`src/hw/rtl/assert_macros.svh`:
```
// Assertion helpers for the RTL, included by the datapath (lpt_dp).
`ifndef ASSERT_MACROS_SVH
`define ASSERT_MACROS_SVH

// Implication checked on every rising clock edge, off during reset.
`define LPT_ASSERT_IMP(lbl, clk, rst_n, ante, cons) \
  lbl: assert property (@(posedge clk) disable iff (!rst_n) (ante) |-> (cons)) \
    else $error("implication check failed");

// Plain invariant, built on the implication form.
`define LPT_ASSERT_INV(lbl, clk, rst_n, expr) \
  `LPT_ASSERT_IMP(lbl, clk, rst_n, 1'b1, expr)

`endif

```
`src/hw/rtl/lpt_pkg.sv`:
```
`timescale 1ns / 1ps
package lpt_pkg;

  typedef enum logic [1:0] {
    OP_RECORD    = 2'd0,
    OP_UPDATE    = 2'd1,
    OP_SUMMARIZE = 2'd2,
    OP_UNUSED    = 2'd3
  } op_e;

  localparam int unsigned PCT_MED   = 50;
  localparam int unsigned PCT_HI    = 95;
  localparam int unsigned PCT_SCALE = 100;

  typedef struct packed {
    logic rec;        // write a new sample at the write pointer
    logic upd;        // rewrite tag, queries, exceeded flag of newest entry
    logic start;      // latch workload, clear accumulators and counters
    logic rd_cand;    // read address from candidate counter, else walk counter
    logic acc_scan;   // first pass: count, max, exceeded
    logic acc_rank;   // inner pass: rank counts against candidate
    logic cand_latch; // capture candidate values, clear rank counts
    logic eval;       // test candidate against the two ranks
    logic j_clr;
    logic j_inc;
    logic i_inc;
    logic load_out;   // copy results into output registers
  } cmd_t;

  typedef struct packed {
    logic fill_zero;
    logic j_last;
    logic i_last;
    logic cand_match;
  } sts_t;

endpackage

```
`src/hw/rtl/lpt_ctrl.sv`:
```
`timescale 1ns / 1ps
module lpt_ctrl (
  input  logic          clk_i,
  input  logic          rst_ni,
  input  logic          in_valid_i,
  output logic          in_ready_o,
  input  logic [1:0]    op_i,
  output logic          out_valid_o,
  input  logic          out_ready_i,
  input  lpt_pkg::sts_t sts_i,
  output lpt_pkg::cmd_t cmd_o
);
  import lpt_pkg::*;

  typedef enum logic [3:0] {
    S_IDLE, S_SCAN, S_SCAN_W, S_CREQ, S_CCHK, S_INNER, S_INNER_W, S_EVAL, S_DONE
  } state_e;

  state_e state_q, state_d;
  logic   out_valid_q, out_valid_d;

  assign in_ready_o  = (state_q == S_IDLE);
  assign out_valid_o = out_valid_q;

  always_comb begin
    state_d     = state_q;
    out_valid_d = out_valid_q && !out_ready_i;
    cmd_o       = '0;
    case (state_q)
      S_IDLE: begin
        if (in_valid_i) begin
          case (op_e'(op_i))
            OP_RECORD: cmd_o.rec = 1'b1;
            OP_UPDATE: cmd_o.upd = !sts_i.fill_zero;
            OP_SUMMARIZE: begin
              cmd_o.start = 1'b1;
              state_d = sts_i.fill_zero ? S_DONE : S_SCAN;
            end
            default: ;
          endcase
        end
      end
      S_SCAN: begin
        cmd_o.acc_scan = 1'b1;
        cmd_o.j_inc    = 1'b1;
        if (sts_i.j_last) begin
          cmd_o.j_clr = 1'b1;
          state_d = S_SCAN_W;
        end
      end
      S_SCAN_W: state_d = S_CREQ;
      S_CREQ: begin
        cmd_o.rd_cand = 1'b1;
        state_d = S_CCHK;
      end
      S_CCHK: begin
        cmd_o.cand_latch = 1'b1;
        if (sts_i.cand_match) begin
          state_d = S_INNER;
        end else if (sts_i.i_last) begin
          state_d = S_DONE;
        end else begin
          cmd_o.i_inc = 1'b1;
          state_d = S_CREQ;
        end
      end
      S_INNER: begin
        cmd_o.acc_rank = 1'b1;
        cmd_o.j_inc    = 1'b1;
        if (sts_i.j_last) begin
          cmd_o.j_clr = 1'b1;
          state_d = S_INNER_W;
        end
      end
      S_INNER_W: state_d = S_EVAL;
      S_EVAL: begin
        cmd_o.eval = 1'b1;
        if (sts_i.i_last) begin
          state_d = S_DONE;
        end else begin
          cmd_o.i_inc = 1'b1;
          state_d = S_CREQ;
        end
      end
      S_DONE: begin
        if (!out_valid_q || out_ready_i) begin
          cmd_o.load_out = 1'b1;
          out_valid_d = 1'b1;
          state_d = S_IDLE;
        end
      end
      default: state_d = S_IDLE;
    endcase
  end

  always_ff @(posedge clk_i or negedge rst_ni) begin
    if (!rst_ni) begin
      state_q     <= S_IDLE;
      out_valid_q <= 1'b0;
    end else begin
      state_q     <= state_d;
      out_valid_q <= out_valid_d;
    end
  end

endmodule

```
`config.mk`:
```
export PLATFORM = sky130hd
export DESIGN_NAME = lpt_ctrl
export DESIGN_NICKNAME = d
export VERILOG_FILES = /design/src/hw/rtl/assert_macros.svh /design/src/hw/rtl/lpt_pkg.sv /design/src/hw/rtl/lpt_ctrl.sv
export SDC_FILE = /design/constraint.sdc
export NUM_CORES = 1
export LEC_CHECK = 0
export BUFFER_PORTS_ARGS = -buffer_cell sky130_fd_sc_hd__buf_2
export CAP_MARGIN = 10
export CORE_AREA = 2 2 39 41
export DETAILED_ROUTE_END_ITERATION = 10
export DIE_AREA = 0 0 41 43
export MAX_ROUTING_LAYER = met4
export PLACE_DENSITY = 0.66
export SLEW_MARGIN = 20
export SYNTH_ARGS = -nofsm -noshare
export SYNTH_HDL_FRONTEND = slang
export SYNTH_SLANG_ARGS = --single-unit
```
`constraint.sdc`:
```
create_clock -name clk_i -period 1.6 [get_ports clk_i]
set_input_delay 0.4 -clock clk_i [delete_from_list [all_inputs] [get_ports clk_i]]
set_output_delay 0.4 -clock clk_i [all_outputs]
set_load 0.01 [all_outputs]
```
==> summary.txt, run 1 <==
STA
  – Pins Over Slew Limit: 0
  – Clk_skew: between 0.002 and 0.003 ns
  – Final setup viols: 9
  – Min Tclk post-route: 2.04 ns
  – RSZ-0062 raised after global routing: true
  – Slew margin rel.: 0.758
  – Worst-Margin Slew: 0.362 ns
  – Worst setup margin: -0.437 ns
  – Final Cycle Share: 1.27
  – Final Hold Fails: 0
  – Maximum clock frequency: roughly 490 MHz
  – Setup TNS: -1.79 ns

Yosys
  – Synthesized area per cell: 8.43 sq um
  – Top cell type by total area after synthesis: dfrtp_1
  – Synth top area share: 0.275
  – Post-synth top flop: dfrtp_1
  – Mapped cell area: approximately 460 sq um
  – Largest family of logic cells by synthesized area: simple AND/OR/NAND/NOR gates
  – Synth Area in Adders: 0
  – Yosys reg bits: 5
  – Synth cell count leaders: nor2_1, nor3_1, dfrtp_1
  – Synth cell types: 29
  – Post-Synth Simple-Gate Area: 0.401
  – Post-Syn Nets: between 60 and 70
  – Register area share after synthesis: 0.275
  – Mux share of post-synthesis cell area: 0
  – Post-synthesis compound-gate area fraction: 0.206
  – Xor/xnor share of the synthesized area: 0.0192
  – Most common cell in the netlist: nor2_1
  – Gate count of the mapped netlist: 54
  – EDFF count, synth: 0
  – Ys async rst share: 1.00
  – Ranking of synthesized cells by area: dfrtp_1, nor3_1, nor2_1
  – Yosys Warn Count: 0

Setup path
  – Worst r2r path cells: 5
  – FF-to-FF End: state_q[1]
  – Critical Path End Type: primary output
  – Type of the worst setup path: register to primary output
  – Worst endpoint required time: between 1 and 1.5 ns
  – Worst R2R Start: state_q[1]
  – Worst path slowest cell: or4_4
  – Crit path launch type: register
  – CP cell instances: or4_4, clkinv_4, nand3b_4, nor3b_4, buf_2
  – Critical Path AT: 1.64 ns
  – CP peak stage delay: roughly 0.54 ns
  – Crit-path max FO: 3
  – Flop2flop setup slack: 0.09 ns

Floorplan
  – Row count: 14
  – Die Area: about 1800 sq um
  – Core area: 1380 sq um
  – Initial core utilization: 0.329
  – DIE HEIGHT: ~43 microns
  – Top Ports: 24
  – Die Span X: 41 microns

Clock network
  – CTS sink cnt: 5
  – Clock Tree Buf Depth: 2
  – H-tree levels: 1
  – Register clock-pin slew on the reported worst setup and hold paths: 0.04 ns
  – Clk root buf: clkbuf_4
  – Skew-Pair Late Insertion Delay: ~0.25 ns
  – CTS buffer count: 3
  – CTS tree: yes

Cells and area
  – Nets@finish: about 100
  – Share of cells above drive strength 1: 0.699
  – # diodes: 0
  – FILL cells: around 130
  – Layout area overhead: 86.3%
  – Final std cells w/o fill: about 110

Worst hold path
  – Worst Hold Path EP: state_q[1]
  – Worst min-delay path class: input port to register
  – Hold Crit Depth: 2
  – Hold_sp: sts_i[0]

Status
  – Status: finished with violations
  – Violations in the final reports: negative setup slack

Pwr
  – Power Density: about 1400 nW/um^2
  – Peak supply drop: around 0.74 mV
  – Pwr Total: around 1.2 mW
  – Leakage: approximately 0.44 nW

Placement
  – Placer Congestion: 0.777
  – I/O Buffers: 23
  – Post-Place Cells: approximately 100
  – DP HPWL: between 1 and 1.5 mm

Detailed routing
  – DRT Wirelength: 1.50 mm
  – Routed via count: between 500 and 600
  – Drt wl/cell: 13.8 microns
  – DR DRC count: 0
  – Final ANT Viol Nets: 0
  – Pre-antenna DRT Iters: 4
  – First DRT Iteration DRCs: 7
  – DR vias/cell: approximately 5.3

GRT
  – Vias in the first global route: 523
  – Remaining Overflow, GRT: 0
  – First-pass GRT wire length: between 2 and 2.5 mm
  – Initial antenna violation count: 0
  – Tot GR Track Use: 0.186
  – Largest net degree at the start of global routing: 10

Job
  – MaxCap Viol Count: 0
[metal layers]
metal / part of all wire / track usage
met5: 0 / -
met4: 0.027 / 0.107
met3: 0.048 / 0.0209
met2: 0.56 / 0.322
met1: 0.37 / 0.186
[stage by stage]
step                 util  instance area [sq um]  hold WS (ns)  setup WS (ns)
floorplan               -                    478         0.104         -0.184
global placement    0.467                    646         0.215         -0.168
detailed placement  0.467                    646         0.219         -0.185
CTS                 0.588                    813         0.437         -0.454
global route        0.613                    848         0.433         -0.505
finish              0.613                    848         0.434         -0.437
[power by group]
part / internal [mW] / switching (mW) / total, mW
registers: 0.159 / 0.0243 / 0.183
clock network: 0.0946 / 0.0564 / 0.151
logic: 0.474 / 0.416 / 0.890
total: 0.727 / 0.497 / 1.22
[timing repair]
item                                   in CTS  in global routing
gates resized for setup                    20                 10
buffers inserted                            6                  1
endpoints found under the hold margin       5                  0
hold buffers                                1                  0
pin swaps                                   3                  1
setup endpoints to repair                  12                 14
[layout make-up]
cell class | count | area [sq um] | area share
flip-flops and latches | 5 | 125 | 0.147
well taps | 16 | 20.0 | 0.0236
multi-input cells | 41 | 379 | 0.447
clock buffers | 4 | 26.3 | 0.0310
inverters | 4 | 22.5 | 0.0265
repair buffers | 39 | 275 | 0.324
[critical path: cells and delay by family, from the launching register on]
kind | cells | cell delay (ns)
AND/OR/NAND/NOR | 3 | 0.77
flip-flops | 1 | 0.39
buffers and inverters | 2 | 0.23
[sequential cells by signal, indices dropped and copies added (netlist names)]
register	cells
out_valid_o	1
state_q	4
[worst max path at each step]
stage / to / slack [ns] / start
after floorplan: cmd_o[10] / -0.18 / state_q[3]
after global placement: cmd_o[10] / -0.17 / state_q[1]
after detailed placement: cmd_o[10] / -0.19 / state_q[1]
after CTS: cmd_o[10] / -0.45 / state_q[1]
after global routing: cmd_o[10] / -0.51 / state_q[1]
final: cmd_o[10] / -0.44 / state_q[3]
[placed cells by master (no fill, tap or decap), drive strengths merged]
| cell type | count |
|---|---|
| xnor2 | 1 |
| clkbuf | 4 |
| a2111oi | 1 |
| nand2b | 1 |
| a31o | 1 |
| and2 | 3 |
| nand3b | 1 |
| dlygate4sd3 | 1 |
| or4 | 1 |
| a2bb2oi | 1 |
| nor3b | 1 |
| o2111ai | 1 |
| nor2b | 2 |
| a21o | 1 |
| nand2 | 3 |
| or2 | 1 |
| clkinv | 1 |
| a31oi | 1 |
| and3b | 1 |
| a22oi | 2 |
| dfrtp | 5 |
| buf | 38 |
| o221ai | 1 |
| inv | 3 |
| a221o | 1 |
| nor3 | 7 |
| nor2 | 8 |
| nor4b | 1 |
[kinds of logic (layout without fill, tap and decap cells)]
logic type | after synthesis | count (layout)
xor+xnor | 1 | 1
buf+inv | 8 | 47
simple gates | 30 | 30
flops | 5 | 5
compound gates | 10 | 10
Note: power is estimated with default switching activity, not from simulation.
==> run 2: changes to the inputs <==
==> constraint.sdc (replaced) <==
create_clock -name clk_i -period 1.6 [get_ports clk_i]
set_input_delay 0.24 -clock clk_i [delete_from_list [all_inputs] [get_ports clk_i]]
set_output_delay 0.24 -clock clk_i [all_outputs]
set_load 0.01 [all_outputs]
==> run 2 against run 1 <==
Against the previous run:
- first-iteration DRC count decreased by 29%
- the flow still finishes with violations (negative setup slack)
- worst hold slack got worse by 0.16 ns
- sequential power about the same
- sequential share of layout area up 1.3 points
- critical path depth stayed put
- fmax is 8.2% higher
- routed wire length down 16%
- global-route usage down 1.5 points
- sequential cell count unchanged
==> summary.txt, run 2 (same netlist as run 1, synthesis figures left out) <==
Status
  – Status: finished with violations
  – Violations in the final reports: negative setup slack

Pwr
  – Power Density: 1490 nW/um^2
  – Peak supply drop: roughly 0.83 mV
  – Leakage: approximately 0.40 nW

Clock network
  – Skew-Pair Late Insertion Delay: around 0.23 ns
  – H-tree levels: 1
  – Register clock-pin slew on the reported worst setup and hold paths: 0.04 ns
  – Clock Tree Buf Depth: 2
  – CTS tree: yes
  – CTS buffer count: 3
  – Clk root buf: clkbuf_4
  – CTS sink cnt: 5

Detailed routing
  – Final ANT Viol Nets: 0
  – DR DRC count: 0
  – DR vias/cell: just under 5
  – DRT Wirelength: 1.26 mm
  – Drt wl/cell: approximately 12 microns
  – Routed via count: between 500 and 600
  – First DRT Iteration DRCs: 5
  – Pre-antenna DRT Iters: 4

Cells and area
  – # diodes: 0
  – Most common cell after layout, fill and taps aside: buf_2
  – Layout area overhead: 70.9%
  – Largest reg by FF count: state_q
  – Nets@finish: between 100 and 150
  – Share of cells above drive strength 1: 0.622
  – Final std cells w/o fill: 106
  – Most frequent cells in the layout: buf_2, buf_4, nor2_1
  – Max reg flops: 4

Floorplan
  – Die Span X: a little over 40 microns
  – Initial core utilization: 0.329
  – Core area: ~1400 sq um
  – Die Area: around 1800 sq um
  – DIE HEIGHT: 43 microns
  – Row count: 14
  – Top Ports: 24

STA
  – Hold WS: 0.271 ns
  – RSZ-0062 raised after global routing: true
  – Min Tclk post-route: 1.88 ns
  – Clk_skew: between 0.0015 and 0.002 ns
  – Maximum clock frequency: around 530 MHz
  – Worst setup margin: -0.282 ns
  – Final setup viols: 5
  – Pins Over Slew Limit: 0
  – Worst-Margin Slew: 0.345 ns
  – Final Hold Fails: 0
  – Slew margin rel.: 0.769
  – Final Cycle Share: 1.18
  – Setup TNS: -0.939 ns

Placement
  – I/O Buffers: 23
  – Placer Congestion: 0.811
  – DP HPWL: approximately 900 microns
  – Setup WS pre-CTS: -0.0207 ns
  – Post-Place Cells: between 90 and 100

GRT
  – Layer with the highest usage: met2
  – GR Util met3: 0.0471
  – Grt met2 use: 0.253
  – Remaining Overflow, GRT: 0
  – First-pass GRT wire length: approximately 2.0 mm
  – Largest net degree at the start of global routing: 11
  – Vias in the first global route: around 450
  – Initial antenna violation count: 0
  – Tot GR Track Use: 0.171
  – GR Layer Usage met1: 0.238

Setup path
  – Type of the worst setup path: register to primary output
  – Crit path launch type: register
  – Critical path launch point: state_q[1]
  – Worst r2r path cells: 6
  – Worst setup path endpoint: cmd_o[10]
  – Crit-path max FO: 2
  – Flop2flop setup slack: 0.07 ns
  – FF-to-FF End: state_q[3]
  – Critical Path AT: 1.64 ns
  – Worst R2R Start: state_q[1]
  – Critical Path End Type: primary output
  – Worst endpoint required time: ~1.4 ns

Worst hold path
  – Worst min-delay path class: input port to register

Job
  – MaxCap Viol Count: 0
==> run 2: power by group <==
part	leakage [nW]	total [mW]	switching, mW	internal (mW)
sequential	0.0682	0.180	0.0208	0.159
clock	0.0150	0.139	0.0448	0.0938
combinational	0.312	0.843	0.389	0.454
total	0.395	1.16	0.455	0.707
==> run 2: metal layers <==
metal,wire [microns],part of all wire,vias up
li1,-,-,266
met1,560,0.44,236
met2,619,0.49,24
met3,81,0.064,0
met4,0,0,0
met5,0,0,-
==> run 2: critical path, stage by stage (launching register included) <==
cell	delay, ns
dfrtp_1	0.38
or4_4	0.57
clkinv_4	0.07
nand3b_4	0.08
nor3b_4	0.15
buf_2	0.14
==> run 2: how the worst min path moves through the flow <==
stage,startpoint,end,depth (start not counted)
after CTS,sts_i[0],state_q[1],2
final,sts_i[0],state_q[1],2
after global routing,sts_i[0],state_q[1],2
after global placement,rst_ni,state_q[0],1
after floorplan,rst_ni,out_valid_o,0
after detailed placement,rst_ni,state_q[0],1
==> run 2: what timing repair did <==
item,CTS,global route
hold buffers,1,0
gates resized for setup,11,8
endpoints found under the hold margin,5,0
pin swaps,3,3
setup endpoints to repair,6,10
setup buffers,4,2
==> run 2: layout make-up <==
cell class / instances / area [sq um]
fill: 135 / 606
multi-input combinational: 41 / 345
timing repair buffer: 36 / 239
sequential: 5 / 125
clock buffer: 4 / 26.3
inverter: 4 / 22.5
tap: 16 / 20.0
==> run 2: through the flow <==
step | util | instance area (sq um) | power (mW)
finish | 0.562 | 778 | 1.16
global route | 0.562 | 778 | 1.25
CTS | 0.536 | 742 | 1.10
detailed placement | 0.451 | 624 | 0.773
global placement | 0.451 | 624 | 0.768
floorplan | - | 472 | 0.581
